<file path="config.mk">
export PLATFORM = sky130hd
export DESIGN_NAME = numeric_range_list_parser
export DESIGN_NICKNAME = d
export VERILOG_FILES = /design/src/rtl/core/nrl_pkg.sv /design/src/rtl/core/nrl_accum.sv /design/src/rtl/core/numeric_range_list_parser.sv
export SDC_FILE = /design/constraint.sdc
export NUM_CORES = 2
export LEC_CHECK = 0
export BUFFER_PORTS_ARGS = -buffer_cell sky130_fd_sc_hd__buf_2
export CELL_PAD_IN_SITES_DETAIL_PLACEMENT = 0
export CELL_PAD_IN_SITES_GLOBAL_PLACEMENT = 2
export CORE_AREA = 2 2 266 268
export DETAILED_ROUTE_END_ITERATION = 8
export DIE_AREA = 0 0 268 270
export HOLD_SLACK_MARGIN = 0.02
export PLACE_DENSITY_LB_ADDON = 0.1
export SLEW_MARGIN = 0
export SYNTH_ARGS = -nofsm -noshare
export SYNTH_HDL_FRONTEND = slang
export SYNTH_SLANG_ARGS = --single-unit
</file>
<file path="constraint.sdc">
create_clock -name i_clk -period 18.97 [get_ports i_clk]
set_clock_uncertainty 0.05 [all_clocks]
set_input_delay 1.897 -clock i_clk [delete_from_list [all_inputs] [get_ports i_clk]]
set_output_delay 1.897 -clock i_clk [all_outputs]
set_load 0.01 [all_outputs]
</file>
<file path="src/rtl/core/nrl_pkg.sv">
// ----------------------------------------------------------------------------
// nrl_pkg
// shared types and constants of the numeric range list parser
// ----------------------------------------------------------------------------
package nrl_pkg;

    localparam int VALUE_WIDTH_DEF = 64;
    localparam int OUT_WIDTH       = 64;
    localparam int BASE_WIDTH      = 6;
    localparam int CHAR_WIDTH      = 8;
    localparam int DIGIT_WIDTH     = 6;

    localparam logic [BASE_WIDTH-1:0] BASE_RESET = 6'd10;
    localparam logic [BASE_WIDTH-1:0] BASE_MIN   = 6'd2;
    localparam logic [BASE_WIDTH-1:0] BASE_MAX   = 6'd36;

    localparam logic [CHAR_WIDTH-1:0] CH_NUL   = 8'h00;
    localparam logic [CHAR_WIDTH-1:0] CH_COLON = 8'h3a;
    localparam logic [CHAR_WIDTH-1:0] CH_DOT   = 8'h2e;
    localparam logic [CHAR_WIDTH-1:0] CH_COMMA = 8'h2c;
    localparam logic [CHAR_WIDTH-1:0] CH_MINUS = 8'h2d;
    localparam logic [CHAR_WIDTH-1:0] CH_PLUS  = 8'h2b;
    localparam logic [CHAR_WIDTH-1:0] CH_SPACE = 8'h20;
    localparam logic [CHAR_WIDTH-1:0] CH_TAB   = 8'h09;
    localparam logic [CHAR_WIDTH-1:0] CH_CR    = 8'h0d;
    localparam logic [CHAR_WIDTH-1:0] CH_ZERO  = 8'h30;
    localparam logic [CHAR_WIDTH-1:0] CH_NINE  = 8'h39;
    localparam logic [CHAR_WIDTH-1:0] CH_LA    = 8'h61;
    localparam logic [CHAR_WIDTH-1:0] CH_LZ    = 8'h7a;
    localparam logic [CHAR_WIDTH-1:0] CH_UA    = 8'h41;
    localparam logic [CHAR_WIDTH-1:0] CH_UZ    = 8'h5a;

    localparam logic [DIGIT_WIDTH-1:0] DIGIT_NONE = 6'd63;

    localparam logic [1:0] ST_OK     = 2'd0;
    localparam logic [1:0] ST_FORMAT = 2'd1;
    localparam logic [1:0] ST_EMPTY  = 2'd2;

    typedef enum logic [2:0] {
        PH_START   = 3'd0,
        PH_N1_PRE  = 3'd1,
        PH_N1_BODY = 3'd2,
        PH_DOT     = 3'd3,
        PH_N2_PRE  = 3'd4,
        PH_N2_BODY = 3'd5,
        PH_COMMA   = 3'd6,
        PH_SKIP    = 3'd7
    } t_phase;

    typedef struct packed {
        logic dig_ok;
        logic decimal;
        logic sat;
    } t_digit_info;

endpackage

</file>
<file path="src/rtl/core/nrl_accum.sv">
// ----------------------------------------------------------------------------
// nrl_accum
// digit decode and saturating multiply-accumulate by the base
// ----------------------------------------------------------------------------
module nrl_accum
    import nrl_pkg::*;
#(
    parameter int VALUE_WIDTH = VALUE_WIDTH_DEF
) (
    input  logic [CHAR_WIDTH-1:0]  i_char,
    input  logic [BASE_WIDTH-1:0]  i_base,
    input  logic [VALUE_WIDTH-1:0] i_mag,
    input  logic                   i_neg,
    input  logic                   i_sat,
    output logic [VALUE_WIDTH-1:0] o_mag,
    output t_digit_info            o_info
);

    localparam int PW = VALUE_WIDTH + BASE_WIDTH;

    logic [DIGIT_WIDTH-1:0] digit;
    logic [PW-1:0]          sum;
    logic [PW-1:0]          lim;

    always_comb begin
        if (i_char >= CH_ZERO && i_char <= CH_NINE) begin
            digit = DIGIT_WIDTH'(i_char - CH_ZERO);
        end else if (i_char >= CH_LA && i_char <= CH_LZ) begin
            digit = DIGIT_WIDTH'(i_char - CH_LA + 8'd10);
        end else if (i_char >= CH_UA && i_char <= CH_UZ) begin
            digit = DIGIT_WIDTH'(i_char - CH_UA + 8'd10);
        end else begin
            digit = DIGIT_NONE;
        end
    end

    // mag*base + d > lim is the same test as mag > (lim - d) / base
    assign sum = PW'(i_mag) * PW'(i_base) + PW'(digit);
    assign lim = {{(BASE_WIDTH + 1){1'b0}}, {(VALUE_WIDTH - 1){1'b1}}} + PW'(i_neg);

    always_comb begin
        o_info.dig_ok  = digit < i_base;
        o_info.decimal = i_char >= CH_ZERO && i_char <= CH_NINE;
        o_info.sat     = i_sat;
        o_mag          = i_mag;
        if (!i_sat) begin
            if (sum > lim) begin
                o_mag      = lim[VALUE_WIDTH-1:0];
                o_info.sat = 1'b1;
            end else begin
                o_mag = sum[VALUE_WIDTH-1:0];
            end
        end
    end

endmodule

</file>
<file path="src/rtl/core/numeric_range_list_parser.sv">
// ----------------------------------------------------------------------------
// numeric_range_list_parser
// streaming parser of signed integer ranges, one character per word
// ----------------------------------------------------------------------------
// Takes one character per cycle on the input channel and gives at most one
// range word per character; each character passes through the input register,
// the single decode and multiply-accumulate stage and the result register. A
// new character is taken every cycle unless an unread result word holds the
// stage. Values are VALUE_WIDTH-bit two's complement, sign-extended to 64 bits.
// number_base (2 to 36) may only be written while the block is idle; other
// values are ignored.
module numeric_range_list_parser
    import nrl_pkg::*;
#(
    parameter int VALUE_WIDTH = VALUE_WIDTH_DEF
) (
    input  logic                        i_clk,
    input  logic                        i_rst_n,
    input  logic                        i_number_base_we,
    input  logic [BASE_WIDTH-1:0]       i_number_base,
    input  logic                        i_in_valid,
    output logic                        o_in_ready,
    input  logic [CHAR_WIDTH-1:0]       i_character_code,
    output logic                        o_out_valid,
    input  logic                        i_out_ready,
    output logic signed [OUT_WIDTH-1:0] o_range_low,
    output logic signed [OUT_WIDTH-1:0] o_range_high,
    output logic [1:0]                  o_status,
    output logic                        o_string_end
);

    logic [BASE_WIDTH-1:0]         r_base;
    logic                          r_in_valid;
    logic [CHAR_WIDTH-1:0]         r_char;
    t_phase                        r_phase, n_phase;
    logic signed [VALUE_WIDTH-1:0] r_first, n_first;
    logic [VALUE_WIDTH-1:0]        r_mag, n_mag;
    logic                          r_neg, n_neg;
    logic                          r_seen, n_seen;
    logic                          r_sat, n_sat;
    logic                          r_out_valid;
    logic signed [OUT_WIDTH-1:0]   r_lo, r_hi;
    logic [1:0]                    r_status;
    logic                          r_end;

    logic                          fire;
    logic                          clr;
    logic [VALUE_WIDTH-1:0]        acc_mag;
    t_digit_info                   acc_info;
    logic signed [VALUE_WIDTH-1:0] cur;
    logic signed [VALUE_WIDTH-1:0] pair_lo, pair_hi;
    logic                          is_space, is_sign, is_nul;
    logic                          do_start, do_fail;
    t_phase                        start_body;
    logic                          res_vld;
    logic signed [VALUE_WIDTH-1:0] res_lo, res_hi;
    logic [1:0]                    res_status;
    logic                          res_end;

    assign fire       = r_in_valid && (!r_out_valid || i_out_ready);
    assign o_in_ready = !r_in_valid || fire;
    assign clr        = (r_phase == PH_START) || (r_phase == PH_COMMA);

    nrl_accum #(
        .VALUE_WIDTH (VALUE_WIDTH)
    ) u_accum (
        .i_char (r_char),
        .i_base (r_base),
        .i_mag  (clr ? '0 : r_mag),
        .i_neg  (clr ? 1'b0 : r_neg),
        .i_sat  (clr ? 1'b0 : r_sat),
        .o_mag  (acc_mag),
        .o_info (acc_info)
    );

    assign cur      = r_neg ? -$signed(r_mag) : $signed(r_mag);
    assign pair_lo  = (cur < r_first) ? cur : r_first;
    assign pair_hi  = (cur < r_first) ? r_first : cur;
    assign is_nul   = r_char == CH_NUL;
    assign is_sign  = r_char == CH_PLUS || r_char == CH_MINUS;
    assign is_space = r_char == CH_SPACE || (r_char >= CH_TAB && r_char <= CH_CR);

    // phase decode
    always_comb begin
        n_phase    = r_phase;
        n_first    = r_first;
        n_mag      = r_mag;
        n_neg      = r_neg;
        n_seen     = r_seen;
        n_sat      = r_sat;
        do_start   = 1'b0;
        do_fail    = 1'b0;
        start_body = PH_N1_BODY;
        res_vld    = 1'b0;
        res_lo     = '0;
        res_hi     = '0;
        res_status = ST_OK;
        res_end    = 1'b0;
        unique case (r_phase)
            PH_START: begin
                if (is_nul) begin
                    res_vld    = 1'b1;
                    res_status = ST_EMPTY;
                    res_end    = 1'b1;
                end else begin
                    n_phase  = PH_N1_PRE;
                    n_mag    = '0;
                    n_neg    = 1'b0;
                    n_seen   = 1'b0;
                    n_sat    = 1'b0;
                    do_start = 1'b1;
                end
            end
            PH_N1_PRE: begin
                do_start = 1'b1;
            end
            PH_N2_PRE: begin
                do_start   = 1'b1;
                start_body = PH_N2_BODY;
            end
            PH_N1_BODY, PH_N2_BODY: begin
                if (acc_info.dig_ok) begin
                    n_mag  = acc_mag;
                    n_sat  = acc_info.sat;
                    n_seen = 1'b1;
                end else if (!r_seen) begin
                    do_fail = 1'b1;
                end else if (is_nul) begin
                    n_phase = PH_START;
                    res_vld = 1'b1;
                    res_end = 1'b1;
                    if (r_phase == PH_N1_BODY) begin
                        res_lo = cur;
                        res_hi = cur;
                    end else begin
                        res_lo = pair_lo;
                        res_hi = pair_hi;
                    end
                end else if (r_phase == PH_N1_BODY &&
                             (r_char == CH_COLON || r_char == CH_DOT)) begin
                    n_first = cur;
                    n_mag   = '0;
                    n_neg   = 1'b0;
                    n_seen  = 1'b0;
                    n_sat   = 1'b0;
                    n_phase = (r_char == CH_COLON) ? PH_N2_PRE : PH_DOT;
                end else if (r_phase == PH_N2_BODY && r_char == CH_COMMA) begin
                    n_phase = PH_COMMA;
                end else begin
                    do_fail = 1'b1;
                end
            end
            PH_DOT: begin
                if (r_char == CH_DOT) begin
                    n_phase = PH_N2_PRE;
                end else begin
                    do_fail = 1'b1;
                end
            end
            PH_COMMA: begin
                if (is_sign || (acc_info.decimal && acc_info.dig_ok)) begin
                    res_vld  = 1'b1;
                    res_lo   = pair_lo;
                    res_hi   = pair_hi;
                    n_mag    = '0;
                    n_neg    = 1'b0;
                    n_seen   = 1'b0;
                    n_sat    = 1'b0;
                    n_phase  = PH_N1_PRE;
                    do_start = 1'b1;
                end else begin
                    do_fail = 1'b1;
                end
            end
            PH_SKIP: begin
                if (is_nul) begin
                    n_phase = PH_START;
                    n_mag   = '0;
                    n_neg   = 1'b0;
                    n_seen  = 1'b0;
                    n_sat   = 1'b0;
                end
            end
        endcase

        // start of a number: whitespace, optional sign, first digit
        if (do_start) begin
            if (is_space) begin
                n_phase = n_phase;
            end else if (is_sign) begin
                n_neg   = r_char == CH_MINUS;
                n_phase = start_body;
            end else if (acc_info.dig_ok) begin
                n_mag   = acc_mag;
                n_sat   = acc_info.sat;
                n_seen  = 1'b1;
                n_phase = start_body;
            end else begin
                do_fail = 1'b1;
            end
        end

        if (do_fail) begin
            n_phase    = is_nul ? PH_START : PH_SKIP;
            res_vld    = 1'b1;
            res_lo     = '0;
            res_hi     = '0;
            res_status = ST_FORMAT;
            res_end    = is_nul;
        end
    end

    always_ff @(posedge i_clk) begin
        if (!i_rst_n) begin
            r_base      <= BASE_RESET;
            r_in_valid  <= 1'b0;
            r_phase     <= PH_START;
            r_first     <= '0;
            r_mag       <= '0;
            r_neg       <= 1'b0;
            r_seen      <= 1'b0;
            r_sat       <= 1'b0;
            r_out_valid <= 1'b0;
        end else begin
            if (i_number_base_we && i_number_base >= BASE_MIN &&
                i_number_base <= BASE_MAX) begin
                r_base <= i_number_base;
            end
            if (i_in_valid && o_in_ready) begin
                r_in_valid <= 1'b1;
            end else if (fire) begin
                r_in_valid <= 1'b0;
            end
            if (fire) begin
                r_phase <= n_phase;
                r_first <= n_first;
                r_mag   <= n_mag;
                r_neg   <= n_neg;
                r_seen  <= n_seen;
                r_sat   <= n_sat;
            end
            if (fire && res_vld) begin
                r_out_valid <= 1'b1;
            end else if (i_out_ready) begin
                r_out_valid <= 1'b0;
            end
        end
    end

    always_ff @(posedge i_clk) begin
        if (i_in_valid && o_in_ready) begin
            r_char <= i_character_code;
        end
        if (fire && res_vld) begin
            r_lo     <= OUT_WIDTH'(res_lo);
            r_hi     <= OUT_WIDTH'(res_hi);
            r_status <= res_status;
            r_end    <= res_end;
        end
    end

    assign o_out_valid  = r_out_valid;
    assign o_range_low  = r_lo;
    assign o_range_high = r_hi;
    assign o_status     = r_status;
    assign o_string_end = r_end;

endmodule

</file>
-- Word level (Yosys, flattened, before mapping)
Cells that the tools add are included.
Widths: inputs -> output; s select.
- register bits after elaboration: 281
- ROM bits: 0
- output and inout port bits: 133
- memory bits (writable): 0
- input port bits: 19
- bits in latches: 0
- memories: 0
- word-level logic and storage cells: 200
- eq/ne operators: 13
- shifts and indexed selects: 0
- multipliers: 1
- order comparisons: 13
- add/subtract/negate cells: 8
- bitwise logic cells: 3
- reduce and logical (&&, ||, !) cells: 29
- div/mod/pow operators: 0
- multiplexer cells: 118
- operator list (kind ; number):
    $mux 64 ; 27
    $pmux 64 s2 ; 2
    $pmux 64 s4 ; 1
    $add 70x6->70 ; 1
    $gt 70x70->1 ; 1
    $mul 64x6->70 ; 1
    $add 63x1->64 const A ; 1
    $lt 64x64->1 ; 1
    $neg 64->64 ; 1
    $mux 1 ; 59
    $mux 3 ; 17
    $eq 8x6->1 const B ; 6
    $mux 6 ; 3
    $ge 8x7->1 const B ; 2
    $le 8x7->1 const B ; 2
    $pmux 3 s5 ; 1
    $add 6x4->6 const B ; 2
    $eq 3x3->1 const B ; 4
    $logic_and 1x1->1 ; 12
    $pmux 1 s4 ; 3
    $sub 6x6->6 const B ; 2
    $pmux 1 s3 ; 3
    $ge 8x4->1 const B ; 1
    $ge 8x6->1 const B ; 1
    other kinds (18) ; 31

-- Longest topological paths before layout
- word-level depth: 17
- depth in mapped cells: 41
- depth with buffers taken out: 36

-- Modules after synthesis
Synthesis repeated with hierarchy kept, for this count alone.
- cells, all modules: 3382
- area, all modules: 30404.2 µm²
- modules (own cells, without submodules) (module ; area an instance (µm²) ; seq. area each (µm²) ; cells an instance ; instances):
    nrl_accum ; 15889.0 ; 0.0 ; 1979 ; 1
    numeric_range_list_parser ; 14515.2 ; 7016.7 ; 1403 ; 1

-- Least setup slack after synthesis
OpenSTA, ideal clock, no wires.
- kind: register to register
- start: register r_char[0]
- end: register r_hi[0] (netlist: o_range_high[0]) (enable)
- data required time: 18.253 ns
- period minus slack after synthesis: 11.190 ns
- path slack: 7.780 ns
- buffers on the path: 0
- cell stages (with the launch flop): 22
- setup time: 0.667 ns
- arrival time: 10.473 ns
- cell sequence: edfxtp_1 > inv_1 > ha_1 > or4b_2 > a21o_1 > o21ai_0 > nand2_1 > nand2_1 > nor2_1 > a21o_1 > inv_1 > ha_1 > a21o_1 > a21o_1 > a21o_1 > o31ai_1 > o211ai_1 > nand2b_1 > o21ai_0 > a22o_1 > nor3_1 > a21oi_1
- cells in the longest elaborated chain, start to end: 16
- elaborated cells on any way between the ends: 56
- those cells by class: add/sub (5); order compare (9); eq/ne (6); mux (23); reduce/logical (13)
- RTL lines (item ; line ; source):
    start: declaration ; numeric_range_list_parser.sv:34 ; logic [CHAR_WIDTH-1:0] r_char;
    start signal: assignment ; numeric_range_list_parser.sv:252 ; r_char <= i_character_code;
    $sub 6x1->6 (tied with other cells) ; nrl_accum.sv:31 ; digit = DIGIT_WIDTH'(i_char - CH_UA + 8'd10);
    $add 6x4->6 / $logic_and 1x1->1 (equally long branches) ; nrl_accum.sv:31, nrl_accum.sv:30 ;
    $mux 6 ; nrl_accum.sv:30 ; end else if (i_char >= CH_UA && i_char <= CH_UZ) begin
    $mux 6 ; nrl_accum.sv:28 ; end else if (i_char >= CH_LA && i_char <= CH_LZ) begin
    $mux 6 ; nrl_accum.sv:26 ; if (i_char >= CH_ZERO && i_char <= CH_NINE) begin
    $lt 6x6->1 ; nrl_accum.sv:42 ; o_info.dig_ok = digit < i_base;
    $logic_and 1x1->1 ; numeric_range_list_parser.sv:161 ; if (is_sign || (acc_info.decimal && acc_info.dig_ok)) begin
    $logic_or 1x1->1 ; numeric_range_list_parser.sv:161 ;
    $mux 1 ; numeric_range_list_parser.sv:161 ;
    $pmux 1 s3 ; numeric_range_list_parser.sv:99 ; unique case (r_phase)
    $mux 1 ; numeric_range_list_parser.sv:193 ; end else if (acc_info.dig_ok) begin
    $mux 1 ; numeric_range_list_parser.sv:190 ; end else if (is_sign) begin
    $mux 1 ; numeric_range_list_parser.sv:188 ; if (is_space) begin
    $mux 1 (*) ; numeric_range_list_parser.sv:187 ; if (do_start) begin
    named net do_fail ; numeric_range_list_parser.sv:53 ; logic do_start, do_fail;
    $mux 1 (*) ; numeric_range_list_parser.sv:203 ; if (do_fail) begin
    $logic_and 1x1->1 (*) ; numeric_range_list_parser.sv:254 ; if (fire && res_vld) begin
    end signal: assignment ; numeric_range_list_parser.sv:256 ; r_hi <= OUT_WIDTH'(res_hi);
    end: declaration ; numeric_range_list_parser.sv:42 ; logic signed [OUT_WIDTH-1:0] r_lo, r_hi;
The timed path passes the listed nets; every way through them passes the cells marked *.
A chain may end at the register's enable or synchronous reset.

-- Final worst setup path
- start: register r_phase[1]
- end: register r_mag[43]
- cells in the longest elaborated chain, start to end: 14
- elaborated cells on any way between the ends: 30
- those cells by class: add/sub (2); mul (1); order compare (1); eq/ne (6); mux (15); reduce/logical (5)
- RTL lines (item ; line ; source):
    start: declaration ; numeric_range_list_parser.sv:35 ; t_phase r_phase, n_phase;
    start signal: assignment ; numeric_range_list_parser.sv:235 ; r_phase <= n_phase;
    $eq 3x3->1 / $logic_not 3->1 (equally long branches) ; numeric_range_list_parser.sv:62, numeric_range_list_parser.sv:99 ;
    $logic_or 1x1->1 ; numeric_range_list_parser.sv:62 ; assign clr = (r_phase == PH_START) || (r_phase == PH_COMMA);
    $mux 64 ; numeric_range_list_parser.sv:69 ; .i_mag (clr ? '0 : r_mag),
    $mul 64x6->70 ; nrl_accum.sv:38 ; assign sum = PW'(i_mag) * PW'(i_base) + PW'(digit);
    $add 70x6->70 ; nrl_accum.sv:38 ;
    $gt 70x70->1 ; nrl_accum.sv:47 ; if (sum > lim) begin
    $mux 64 ; nrl_accum.sv:47 ;
    $mux 64 ; nrl_accum.sv:46 ; if (!i_sat) begin
    $mux 64 ; numeric_range_list_parser.sv:122 ; if (acc_info.dig_ok) begin
    $pmux 64 s4 ; numeric_range_list_parser.sv:99 ;
    $mux 64 ; numeric_range_list_parser.sv:193 ;
    $mux 64 ; numeric_range_list_parser.sv:190 ;
    $mux 64 ; numeric_range_list_parser.sv:188 ;
    $mux 64 (*) ; numeric_range_list_parser.sv:187 ;
    end signal: assignment ; numeric_range_list_parser.sv:237 ; r_mag <= n_mag;
    end: declaration ; numeric_range_list_parser.sv:37 ; logic [VALUE_WIDTH-1:0] r_mag, n_mag;
Mark *: on every way between the ends. The rest lies on a longest branch, timed or not.

==> impl_metrics.toml <==
[outcome]
status = "finished clean"

[clocking]
cts_resized = 0
clockBufferDepth = 3
cts.htree.levels = 2
clkLatencyLatePin_ns = 0.56
postCtsHoldBufs = 0
cts-buffers-inserted = 35
cts_tree = "done"
cts_setup_buffers = 0
clk_pin_slew_ns = 0.06
cts-root-buf = "clkbuf_16"
cts_sinks = 281

[die]
start_util_pct = 42.5
die_h_um = 270
die_w_um = 268
core_area_sq_um = 69500
ioPinCount = 152
die_area_sq_um = 72400
std_cell_rows = 97

[logic_synthesis]
synth.top_cells.by_count = "519 x nand2_1, 347 x inv_1, 290 x o21ai_0"
synth-main-ff-cell = "dfxtp_1"
synth_cell_types = 84
syn-num-nets = 4009
syn-cell-area_sq_um = 29500
yosysSeqAreaShare_pct = 23.8
syn-mean-instance-area_sq_um = 8.56
synth_top_area_share_pct = 17.1
yosysWarnings = 0
synth_top_area_cell = "fa_1"
synth_area_leaders = "fa_1 17%, edfxtp_1 14%, ha_1 12%"
synth_edf_count = 139
ys_ff_latch = 281
synth_most_common_cell = "nand2_1"
async_flop_share_pct = 0
syn_inst = 3449

[critical_path]
cpMostUsedCell = "buf_4"
worst-path-max-fanout = 70
critPathSlowestCell = "nor2_4"
cp-end-kind = "flop"
cp.required_ns = 19.32
cp_data_arrival_time_ns = 13.19
crit_family = "simple AND/OR/NAND/NOR gates"
crit_path_max_incr_delay_ns = 0.81
start_kind = "flop"
path_buf_inv = 6
criticalPathCategory = "flop to flop"

[routing]
wirelength_um = 97900
drtIter0Drc = 1948
ant_nets = 0
vias = 25200
drc = 0
first_pass_iters = 5
via_per_inst = 5.69
routedWlPerCell_um = 22.1

[global_routing]
grtUsageTotal_pct = 27.3
grt_max_degree = 91
grt_pass1_wl_um = 153000
grt-ovfl-total = 0
use_met3_pct = 4.63
use_met1_pct = 42.1
met2_usage_pct = 39.2
antenna_found_initial = 1
grt-busiest-layer = "met1"
grt_pass1_vias = 25000

[timing]
drv_slew = 0
fin_crit_sh_pct = 67.7
clock.fmax_ghz = 0.0778
fin_crit_ns = 12.85
rsz0062_at_grt = "no"
worst_pin_slew_ns = 1.23
relSlewSlack_pct = 17.4
finalHoldViolCount = 0
setup_viol = 0
tns_ns = 0

[finish]
area_delta_synth_final_pct = 9.08
fill_cells = 6816
post_layout_nonfiller_instances = 4429
drive_above_1_share_pct = 8.06
fin_nets = 4020

[placed_design]
portBuffers = 151
place.gp.congestion = 0.903
dp_cells = 4363
dp_hpwl_um = 75700

[pwr]
power.leakage_nw = 15.9
irDropWorstVdd_v = 0.0000506
power_density_nw_per_um2 = 52.2

[min_path]
hp-class = "flop to flop"

[flow_run]
drv_cap = 0
==> placed cells by master (no fill, tap or decap), drive strengths merged, types with 17 or more instances in the layout <==
master  instances
ha            289
inv           348
and2          147
o21ai         292
nor2b          26
nand3          39
and3           18
edfxtp        139
fa            252
o31ai          24
xor2           65
nor2          124
nand2b         17
nor3          145
dfxtp         142
nand4          48
a211oi         42
nand2         520
o21a           18
clkbuf         49
a21o           74
a21oi         140
o211a          65
buf           182
xnor2          64
==> metal layers <==
| metal | up-vias | wire length [um] |
|---|---|---|
| met5 | - | 0 |
| met4 | 0 | 2190 |
| met3 | 107 | 6940 |
| met2 | 829 | 40400 |
| met1 | 12400 | 48300 |
| li1 | 11800 | - |
==> path summary, 6_finish.rpt <==
path	cells after the start	from	slack (ns)	end
worst min register to register	2	r_base[1]$_SDFFE_PN1P_	0.42	r_base[1]$_SDFFE_PN1P_
worst max register to register	38	r_phase[1]$_SDFFE_PN0P_	6.12	r_mag[43]$_SDFFE_PN0P_
worst max-delay path	38	r_phase[1]$_SDFFE_PN0P_	6.12	r_mag[43]$_SDFFE_PN0P_
worst min-delay path	2	r_base[1]$_SDFFE_PN1P_	0.42	r_base[1]$_SDFFE_PN1P_
==> per-stage QoR <==
| stage | setup slack (ns) | area, sq um | utilization (%) | hold slack [ns] | power [W] |
|---|---|---|---|---|---|
| 2_1_floorplan | 7.78 | 29500 | - | 0.391 | 0.000882 |
| 3_3_place_gp | 6.55 | 31000 | 44.6 | 0.418 | 0.000988 |
| 3_5_place_dp | 6.38 | 31000 | 44.6 | 0.414 | 0.000991 |
| 4_1_cts | 6.34 | 32200 | 46.3 | 0.424 | 0.00170 |
| 5_1_grt | 5.56 | 32200 | 46.3 | 0.443 | 0.00175 |
| 6_report | 6.12 | 32200 | 46.3 | 0.420 | 0.00168 |
==> state kept, by name, indices dropped and copies added (netlist names) <==
| register | cells |
|---|---|
| r_sat | 1 |
| o_out_valid | 1 |
| o_status | 2 |
| r_seen | 1 |
| o_range_low | 64 |
| r_mag | 64 |
| o_range_high | 64 |
| r_first | 64 |
| r_char | 8 |
| o_string_end | 1 |
| r_phase | 3 |
| r_neg | 1 |
| r_base | 6 |
| r_in_valid | 1 |
==> power breakdown <==
group | switching (W) | leakage, nW | internal, W | total, W
Sequential | 0.00000939 | 2.53 | 0.000658 | 0.000667
Clock | 0.000282 | 0.592 | 0.000421 | 0.000703
Combinational | 0.000217 | 12.8 | 0.0000936 | 0.000310
Total | 0.000508 | 15.9 | 0.00117 | 0.00168
==> worst register-to-register path, delay by kind of cell (launching register included) <==
kind	cells	cell delay [ns]
and+or+nand+nor	17	5.72
DFF	1	0.62
AOI/OAI and AO/OA	7	1.40
adders and majority gates	6	2.69
buffers and inverters	6	1.81
xor gates and xnor gates	2	0.41
==> cell families (layout without fill, tap and decap cells) <==
logic type / Yosys count / after routing / synth area share [%]
XOR/XNOR: 129 / 129 / 3.85
flip-flops: 281 / 281 / 23.8
buffers and inverters: 560 / 598 / 7.16
adder cells (fa/ha/maj): 541 / 541 / 29.3
multiplexers: 5 / 5 / 0.170
AO/OA/AOI/OAI: 786 / 786 / 17.3
AND/OR/NAND/NOR: 1147 / 1147 / 18.4
other: 0 / 2 / 0
==> cell type report <==
class	instances	area (sq um)	share of cell area (%)
Inverter	352	1320	4.10
Timing Repair Buffer	182	988	3.07
Clock buffer	49	1030	3.20
Tap cell	940	1180	3.65
Multi-Input combinational cell	2608	20500	63.6
Clock inverter	15	169	0.525
Sequential cell	281	7020	21.8
Antenna cell	2	5.00	0.0155
No activity file was read; power rests on OpenSTA's default activity.
